**src/rtl/core/bal_pkg.sv**
```systemverilog
`timescale 1ns / 1ps

package bal_pkg;

  localparam int CAPACITY   = 128;
  localparam int DATA_WIDTH = 32;
  localparam int IDX_W      = $clog2(CAPACITY);
  localparam int LEN_W      = $clog2(CAPACITY + 1);
  localparam int POS_W      = 7;
  localparam int VAL_W      = 32;
  localparam int CNT_W      = 8;
  localparam int CMP_W      = (LEN_W > POS_W) ? LEN_W : POS_W;

  typedef enum logic [2:0] {
    K_APPEND       = 3'd0,
    K_INSERT       = 3'd1,
    K_REMOVE_AT    = 3'd2,
    K_REMOVE_VALUE = 3'd3,
    K_REMOVE_ALL   = 3'd4,
    K_CLEAR        = 3'd5,
    K_UPDATE       = 3'd6,
    K_READ         = 3'd7
  } kind_t;

  typedef enum logic [1:0] {
    ST_OK        = 2'd0,
    ST_BAD_INDEX = 2'd1,
    ST_FULL      = 2'd2,
    ST_NOT_FOUND = 2'd3
  } status_t;

  typedef struct packed {
    logic    load;
    logic    set_status;
    status_t set_code;
    logic    append;
    logic    write_pos;
    logic    len_inc;
    logic    read_pos;
    logic    take_read;
    logic    clear_list;
    logic    shift_start;
    logic    shift_step;
    logic    compact_start;
    logic    compact_step;
    logic    publish;
  } bal_cmd_t;

  typedef struct packed {
    kind_t kind;
    logic  idx_beyond;
    logic  idx_not_below;
    logic  full;
    logic  shift_last;
    logic  compact_done;
    logic  out_free;
  } bal_stat_t;

endpackage

```
**src/rtl/core/bal_controller.sv**
```systemverilog
`timescale 1ns / 1ps

module bal_controller import bal_pkg::*; (
  input  logic      clk,
  input  logic      rst,
  input  logic      in_valid,
  output logic      in_ready,
  input  bal_stat_t stat,
  output bal_cmd_t  cmd
);

  typedef enum logic [2:0] {
    S_IDLE,
    S_DECODE,
    S_SHIFT,
    S_INS_WRITE,
    S_COMPACT,
    S_READ_WAIT,
    S_FINISH
  } state_t;

  state_t state, state_next;

  assign in_ready = (state == S_IDLE);

  always_comb begin
    state_next = state;
    cmd        = '0;
    unique case (state)
      S_IDLE: begin
        if (in_valid) begin
          cmd.load   = 1'b1;
          state_next = S_DECODE;
        end
      end
      S_DECODE: begin
        state_next = S_FINISH;
        unique case (stat.kind) inside
          K_APPEND: begin
            if (stat.full) begin
              cmd.set_status = 1'b1;
              cmd.set_code   = ST_FULL;
            end else begin
              cmd.append  = 1'b1;
              cmd.len_inc = 1'b1;
            end
          end
          K_INSERT: begin
            if (stat.idx_beyond) begin
              cmd.set_status = 1'b1;
              cmd.set_code   = ST_BAD_INDEX;
            end else if (stat.full) begin
              cmd.set_status = 1'b1;
              cmd.set_code   = ST_FULL;
            end else if (stat.idx_not_below) begin
              cmd.append  = 1'b1;
              cmd.len_inc = 1'b1;
            end else begin
              cmd.shift_start = 1'b1;
              state_next      = S_SHIFT;
            end
          end
          K_REMOVE_AT: begin
            if (stat.idx_not_below) begin
              cmd.set_status = 1'b1;
              cmd.set_code   = ST_BAD_INDEX;
            end else begin
              cmd.compact_start = 1'b1;
              state_next        = S_COMPACT;
            end
          end
          K_REMOVE_VALUE, K_REMOVE_ALL: begin
            cmd.compact_start = 1'b1;
            state_next        = S_COMPACT;
          end
          K_CLEAR: begin
            cmd.clear_list = 1'b1;
          end
          K_UPDATE: begin
            if (stat.idx_not_below) begin
              cmd.set_status = 1'b1;
              cmd.set_code   = ST_BAD_INDEX;
            end else begin
              cmd.write_pos = 1'b1;
            end
          end
          K_READ: begin
            if (stat.idx_not_below) begin
              cmd.set_status = 1'b1;
              cmd.set_code   = ST_BAD_INDEX;
            end else begin
              cmd.read_pos = 1'b1;
              state_next   = S_READ_WAIT;
            end
          end
        endcase
      end
      S_SHIFT: begin
        cmd.shift_step = 1'b1;
        if (stat.shift_last) begin
          state_next = S_INS_WRITE;
        end
      end
      S_INS_WRITE: begin
        cmd.write_pos = 1'b1;
        cmd.len_inc   = 1'b1;
        state_next    = S_FINISH;
      end
      S_COMPACT: begin
        cmd.compact_step = 1'b1;
        if (stat.compact_done) begin
          state_next = S_FINISH;
        end
      end
      S_READ_WAIT: begin
        cmd.take_read = 1'b1;
        state_next    = S_FINISH;
      end
      S_FINISH: begin
        if (stat.out_free) begin
          cmd.publish = 1'b1;
          state_next  = S_IDLE;
        end
      end
      default: begin
        state_next = S_IDLE;
      end
    endcase
  end

  always_ff @(posedge clk) begin
    if (rst) begin
      state <= S_IDLE;
    end else begin
      state <= state_next;
    end
  end

endmodule

```
**config.mk**
```make
export PLATFORM = sky130hd
export DESIGN_NAME = bal_controller
export DESIGN_NICKNAME = d
export VERILOG_FILES = /design/src/rtl/core/bal_pkg.sv /design/src/rtl/core/bal_controller.sv
export SDC_FILE = /design/constraint.sdc
export NUM_CORES = 1
export LEC_CHECK = 0
export BUFFER_PORTS_ARGS = -buffer_cell sky130_fd_sc_hd__buf_2
export CORE_AREA = 2 2 39 41
export DETAILED_ROUTE_END_ITERATION = 8
export DIE_AREA = 0 0 41 43
export GPL_ROUTABILITY_DRIVEN = 0
export MAX_ROUTING_LAYER = met4
export PLACE_DENSITY = 0.69
export SLEW_MARGIN = 10
export SYNTH_ARGS = -nofsm -noshare
export SYNTH_HDL_FRONTEND = slang
export SYNTH_SLANG_ARGS = --single-unit
```
**constraint.sdc**
```tcl
create_clock -name clk -period 3.55 [get_ports clk]
set_input_delay 0.1775 -clock clk [delete_from_list [all_inputs] [get_ports clk]]
set_output_delay 0.1775 -clock clk [all_outputs]
set_load 0.1 [all_outputs]
```
==> metrics.md, run 1 <==
| Metric | Value |
|---|---|
| Mux contribution to synthesized area | `0%` |
| Initial antenna violation count | `0` |
| Synthesized area per cell | `6.98 um2` |
| Cells after synthesis | `71` |
| XOR/XNOR Fraction of Synth Area | `0%` |
| WS Path Type | `reg2out` |
| CTS tree | `built` |
| Fillers | `151` |
| CTS-repair resized insts | `0` |
| Num CTS Buffers | `3` |
| GRT Overall Usage | `15.8%` |
| Leading area contributor after synthesis | `dfxtp_1` |
| Via/cell ratio | `5.23` |
| # diodes | `0` |
| Post-layout minimum cycle time | `2.43 ns` |
| Post-Synth Simple-Gate Area | `49.0%` |
| Final setup viols | `0` |
| H-tree depth | `1` |
| Ranking of synthesized cells by area | `dfxtp_1, nor2_1, nand2_1` |
| Max clock buf depth | `2` |
| Clk_skew | `0.000122 ns` |
| Core Rows | `14` |
| Drt pass-1 iters | `4` |
| Fin cells | `111` |
| Top post-synthesis cells by count | `nor2_1, nand2_1, a21oi_1, inv_1, nor3_1` |
| Number of synthesized flops with an enable pin | `0` |
| Layout Nets | `108` |
| WP data required | `3.37 ns` |
| CP max stage delay | `0.57 ns` |
| Largest net degree at the start of global routing | `16` |
| Final Hold Fails | `0` |
| Post-Syn Nets | `83` |
| Die H | `43 um` |
| Residual DRC | `0` |
| YS warnings | `0` |
| Vias in the first global route | `492` |
| Via count | `580` |
| CP top delay family | `simple AND/OR/NAND/NOR gates` |
| Fraction of the yosys area taken by sequential cells | `12.1%` |
| Slew @ Worst Pin | `0.554 ns` |
| Worst Setup Start Kind | `register` |
| Top cell type's share of synthesized area | `12.1%` |
| Most numerous cell in the Yosys netlist | `nor2_1` |
| Final ANT Viol Nets | `0` |
| Post-Route WL | `1.27 mm` |
| Main synth FF type | `dfxtp_1` |
| CORE AREA | `0.00138 mm2` |
| CP max-delay cell | `or3b_1` |
| Latest clock arrival within the worst-skew pair | `0.23 ns` |
| DIE WIDTH | `41 um` |
| Register bit total from synthesis | `3` |
| Ordered list of cells on the worst path | `or3b_1, nor3_4, nor3b_4, a31o_1, buf_2` |
| Worst path arrival time | `2.25 ns` |
| Static leakage power | `0.298 nW` |
| RSZ-0062 raised after global routing | `false` |
| Compound-gate portion of the synthesized area | `27.5%` |
| Clock root buffer | `clkbuf_4` |
| Die Footprint | `0.00176 mm2` |
| Setup crit end kind | `primary output` |
| Layout cells sized above 1 | `40.0%` |
| Relative slew slack | `62.5%` |
| Hold-fix buffers, CTS | `0` |
| Total Power | `0.598 mW` |
| Main combinational cell family by area after synthesis | `simple AND/OR/NAND/NOR gates` |
| Hold/Removal Path Class | `in2reg` |
| Largest Register | `state` |
| Post-synth ARST share | `0%` |
| Largest register FFs | `3` |
| Cell Area, Synth | `495 um2` |
| Period utilization | `68.5%` |
| Post-DR wirelength/cell | `11.5 um` |
| Fin Setup TNS | `0 ns` |
| Pwr dens | `934 mW/mm2` |
| Post-synth cell types | `36` |
| Post-CTS setup repair buffer count | `0` |
| Crit path buffers/inverters | `1` |
| Status | `finished clean` |
| Clock-pin slew on the worst setup and hold paths | `0.04 ns` |
| Layout area overhead | `29.3%` |
| Final slew viol count | `0` |
| Clock Sinks | `3` |
| 1st-iter DRT viols | `1` |
| Worst vdd ir | `663 uV` |
| Number of max-cap violations | `0` |
| Overflow after GRT | `0` |
| Post-DP HPWL | `972 um` |
| Adder-Cell Fraction of Synth Area | `0%` |
| Peak Freq | `412 MHz` |
| CP max FO | `12` |
| First-pass GRT wire length | `1.93 mm` |
| I/O Pins | `28` |
| Regs by FF count | `state x3` |
| Number of cells after detailed placement | `107` |
| IO Port Bufs | `27` |
| Starting Density | `35.8%` |
## layer usage
metal  wire length [um]  GRT usage [%]  vias to the layer above
li1                   -              -                      301
met1                589           18.9                      253
met2                583           25.0                       24
met3                 84           3.14                        2
met4                 14           6.00                        0
met5                  0              -                        -
## where the power goes
part	total [mW]	internal, mW	switching (mW)
Combinational	0.447	0.0997	0.347
Sequential	0.0903	0.0480	0.0423
Clock	0.0610	0.0422	0.0188
Total	0.598	0.190	0.409
## cell families (layout without fill, tap and decap cells)
| group | after synthesis | in the layout |
|---|---|---|
| AOI/OAI and AO/OA | 18 | 18 |
| buffers and inverters | 11 | 35 |
| DFF | 3 | 3 |
| and+or+nand+nor | 39 | 39 |
## final timing paths
| check | slack [ns] | cells past startpoint | endpoint | start |
|---|---|---|---|---|
| setup / recovery | 1.12 | 5 | cmd[8] | state[0] |
| hold / removal | 0.15 | 2 | state[0] | rst |
| setup reg to reg | 1.86 | 4 | state[1] | state[2] |
| hold reg to reg | 0.71 | 2 | state[1] | state[1] |
## through the flow
stage	utilization, %	setup WS, ns	hold slack (ns)	instance area (um2)
6_report	46.3	1.12	0.150	641
5_1_grt	46.3	0.997	0.148	641
4_1_cts	46.3	1.10	0.143	641
3_5_place_dp	44.4	1.36	0.394	614
3_3_place_gp	44.4	1.44	0.384	614
2_1_floorplan	-	0.406	0.247	500
## layout make-up
class | count | area (um2) | area share [%]
clock buffers | 4 | 26.3 | 4.10
multi-input cells | 57 | 384 | 60.0
well taps | 16 | 20.0 | 3.13
flip-flops and latches | 3 | 60.1 | 9.38
inverters | 4 | 15.0 | 2.34
repair buffers | 27 | 135 | 21.1
## cell usage in the layout (no fill, tap or decap)
| master | count |
|---|---|
| nor4_4 | 1 |
| nor3_1 | 3 |
| o221ai_1 | 1 |
| dfxtp_1 | 3 |
| buf_2 | 27 |
| o31a_1 | 1 |
| or3b_1 | 1 |
| nor3_2 | 2 |
| a31o_1 | 1 |
| or2_2 | 1 |
| a21oi_2 | 1 |
| nand2b_1 | 2 |
| a31oi_1 | 1 |
| a21boi_1 | 1 |
| and2_1 | 2 |
| nor3b_1 | 2 |
| nor2b_1 | 1 |
| clkbuf_1 | 1 |
| or4_1 | 2 |
| or2_1 | 1 |
| a221oi_1 | 1 |
| a21boi_0 | 1 |
| nor3b_4 | 1 |
| inv_1 | 4 |
| a21oi_1 | 4 |
| a211oi_1 | 1 |
| clkbuf_4 | 3 |
| nand2_1 | 8 |
| a211o_1 | 1 |
| o311ai_1 | 1 |
| nor4_1 | 1 |
| nor2_1 | 10 |
| o32ai_2 | 1 |
| o21ai_0 | 2 |
| nor3_4 | 1 |
(Power assumes the default switching activity.)
==> run 2: changes to the inputs <==
--- a/config.mk
+++ b/config.mk
@@ -6,12 +6,11 @@
 export NUM_CORES = 1
 export LEC_CHECK = 0
 export BUFFER_PORTS_ARGS = -buffer_cell sky130_fd_sc_hd__buf_2
-export CORE_AREA = 2 2 39 41
+export CORE_UTILIZATION = 38
 export DETAILED_ROUTE_END_ITERATION = 8
-export DIE_AREA = 0 0 41 43
 export GPL_ROUTABILITY_DRIVEN = 0
 export MAX_ROUTING_LAYER = met4
-export PLACE_DENSITY = 0.69
+export PLACE_DENSITY = 0.73
 export SLEW_MARGIN = 10
 export SYNTH_ARGS = -nofsm -noshare
 export SYNTH_HDL_FRONTEND = slang
==> constraint.sdc (replaced) <==
create_clock -name clk -period 2.1 [get_ports clk]
set_input_delay 0.105 -clock clk [delete_from_list [all_inputs] [get_ports clk]]
set_output_delay 0.105 -clock clk [all_outputs]
set_load 0.1 [all_outputs]
==> metrics.md, run 2 (synthesis results as in run 1) <==
| Metric | Value |
|---|---|
| Status | `finished clean` |
| Reg2Reg Depth | `5 (+1)` |
| Dpl ws | `0.389 ns (-0.967 ns)` |
| Commonest non-fill, non-tap cell in the layout | `buf_2` |
| Commonest non-fill, non-tap cells in the layout | `buf_2, nand2_1, nor2_1` |
| Layout Nets | `112 (+3.7%)` |
| Final ANT Viol Nets | `0 (unchanged)` |
| Post-Route WL | `1.34 mm (+5.5%)` |
| RSZ-0062 raised after global routing | `false` |
| Placed cell area | `786 um2 (+28%)` |
| CP max-delay cell | `or3b_1` |
| I/O Pins | `28 (unchanged)` |
| Hold/Removal Path Class | `in2reg` |
| Fin Setup TNS | `0 ns (unchanged)` |
| DIE WIDTH | `38.1 um (-7.0%)` |
| Fillers | `94 (-38%)` |
| Clock-pin slew on the worst setup and hold paths | `0.04 ns (about the same)` |
| Largest net degree at the start of global routing | `15 (-1)` |
| Post-route worst setup slack | `0.148 ns (-0.972 ns)` |
| First-pass GRT wire length | `2.16 mm (+12%)` |
| Layout cells sized above 1 | `52.5% (+13 points)` |
| Initial antenna violation count | `0 (unchanged)` |
| Die H | `38.1 um (-11%)` |
| CTS tree | `built` |
| Switching pwr | `0.728 mW (+78%)` |
| Hold-fix buffers, CTS | `0 (unchanged)` |
| Period utilization | `92.9%` |
| Worst Setup Start Kind | `register` |
| Max clock buf depth | `2 (unchanged)` |
| Hold Startpoint | `rst` |
| Peak Freq | `512 MHz` |
| Ordered list of cells on the worst path | `or3b_1, nor3_4, nor3b_4, a31o_2, buf_12` |
| Seq pwr share | `8.0% (-7.1 points)` |
| Final instance area | `812 um2 (+27%)` |
| # diodes | `0 (unchanged)` |
| Relative slew slack | `61.0% (-1.4 points)` |
| IO Port Bufs | `27 (unchanged)` |
| Worst path arrival time | `1.85 ns (-0.40 ns)` |
| Drt pass-1 iters | `4 (unchanged)` |
| CTS-repair resized insts | `0 (unchanged)` |
| CP max FO | `5 (-7)` |
| Final setup viols | `0 (unchanged)` |
| Layout area overhead | `63.9%` |
| Via/cell ratio | `5.54 (+6.0%)` |
| Num CTS Buffers | `3 (unchanged)` |
| Final Hold Fails | `0 (unchanged)` |
| CORE AREA | `0.00116 mm2 (-16%)` |
| Hold depth | `2 (unchanged)` |
| GRT Overall Usage | `22.0% (+6.2 points)` |
| Latest clock arrival within the worst-skew pair | `0.24 ns (about the same)` |
| Flop2flop setup slack | `0.46 ns (-1.40 ns)` |
| 1st-iter DRT viols | `18 (+17)` |
| Clock root buffer | `clkbuf_4` |
| Core Rows | `12 (-2)` |
| Clock Sinks | `3 (unchanged)` |
| WS Path Type | `reg2out` |
| CP top delay family | `simple AND/OR/NAND/NOR gates` |
| Hold-critical path endpoint | `state[0]` |
| Worst r2r src | `state[1]` |
| Post-CTS setup repair buffer count | `0 (unchanged)` |
| Static leakage power | `0.347 nW (+16%)` |
| Post-layout minimum cycle time | `1.95 ns` |
| Final slew viol count | `0 (unchanged)` |
| Largest register FFs | `3 (unchanged)` |
| Residual DRC | `0 (unchanged)` |
| Crit path buffers/inverters | `1 (unchanged)` |
| Worst vdd ir | `693 uV (+4.6%)` |
| Largest Register | `state` |
| Regs by FF count | `state x3` |
| Overflow after GRT | `0 (unchanged)` |
| Slew @ Worst Pin | `0.576 ns (+0.0212 ns)` |
| Pwr dens | `1400 mW/mm2 (+50%)` |
| Int Pwr | `0.407 mW (+110%)` |
| Min Hold Slack | `0.0645 ns (-0.0857 ns)` |
| Number of max-cap violations | `0 (unchanged)` |
| Starting Density | `42.9% (+7.1 points)` |
| Post-DP HPWL | `1.08 mm (+11%)` |
| Power share of the clock group | `9.1% (-1.1 points)` |
| Util after Layout | `70.2% (+24 points)` |
| Clk_skew | `0.00490 ns (+0.00478 ns)` |
| H-tree depth | `1 (unchanged)` |
| CP max stage delay | `0.52 ns (-0.05 ns)` |
| Vias in the first global route | `487 (-1.0%)` |
| Sw Share | `64.2% (-4.1 points)` |
| WP data required | `2.00 ns (-1.37 ns)` |
| Post-DR wirelength/cell | `11.9 um (+3.6%)` |
| Via count | `626 (+7.9%)` |
| Die Footprint | `0.00145 mm2 (-18%)` |
| Combinational share of power | `82.9% (+8.2 points)` |
| Setup crit end kind | `primary output` |
| Reg-to-Reg End | `state[1]` |
==> run 2: worst max-delay path by stage <==
stage | from | end | cells after the start
4_1_cts | state[1] | cmd[8] | 5
2_1_floorplan | state[1] | cmd[14] | 3
5_1_grt | state[1] | cmd[8] | 5
6_report | state[1] | cmd[8] | 5
3_3_place_gp | state[1] | cmd[8] | 5
3_5_place_dp | state[1] | cmd[8] | 5
==> run 2: layer usage <==
layer	routed length [um]	share of wire, %	vias to the layer above	global-route usage (%)
met2	617	46	25	34.7
met1	628	47	290	27.8
met4	8	0.60	0	2.68
met5	0	0	-	-
met3	87	6.5	2	7.56
li1	-	-	309	-
==> run 2: cell type report <==
cell class,count,area [um2],area share [%]
multi-input cells,57,422,51.9
well taps,14,17.5,2.16
clock buffers,4,26.3,3.24
flip-flops and latches,3,61.3,7.55
inverters,4,15.0,1.85
repair buffers,31,270,33.3
==> run 2: power by group through the flow <==
stage | clock [mW] | combinational (mW) | sequential (mW)
2_1_floorplan | 0 | 0.767 | 0.0969
3_3_place_gp | 0 | 0.928 | 0.0913
3_5_place_dp | 0 | 0.941 | 0.0922
4_1_cts | 0.105 | 0.943 | 0.0916
5_1_grt | 0.109 | 0.988 | 0.0942
6_report | 0.103 | 0.940 | 0.0913
==> run 2: worst reg2reg max path, cell delays in order, from the launching register on <==
cell and delay (ns):
dfxtp_2 0.31, buf_4 0.17, or4_1 0.51, o31a_1 0.14, o311ai_1 0.19, o32ai_2 0.18
==> run 2: stage by stage <==
stage	total power [mW]	cells
floorplan	0.864	71
global placement	1.02	109
detailed placement	1.03	109
CTS	1.14	113
global route	1.19	113
finish	1.13	113
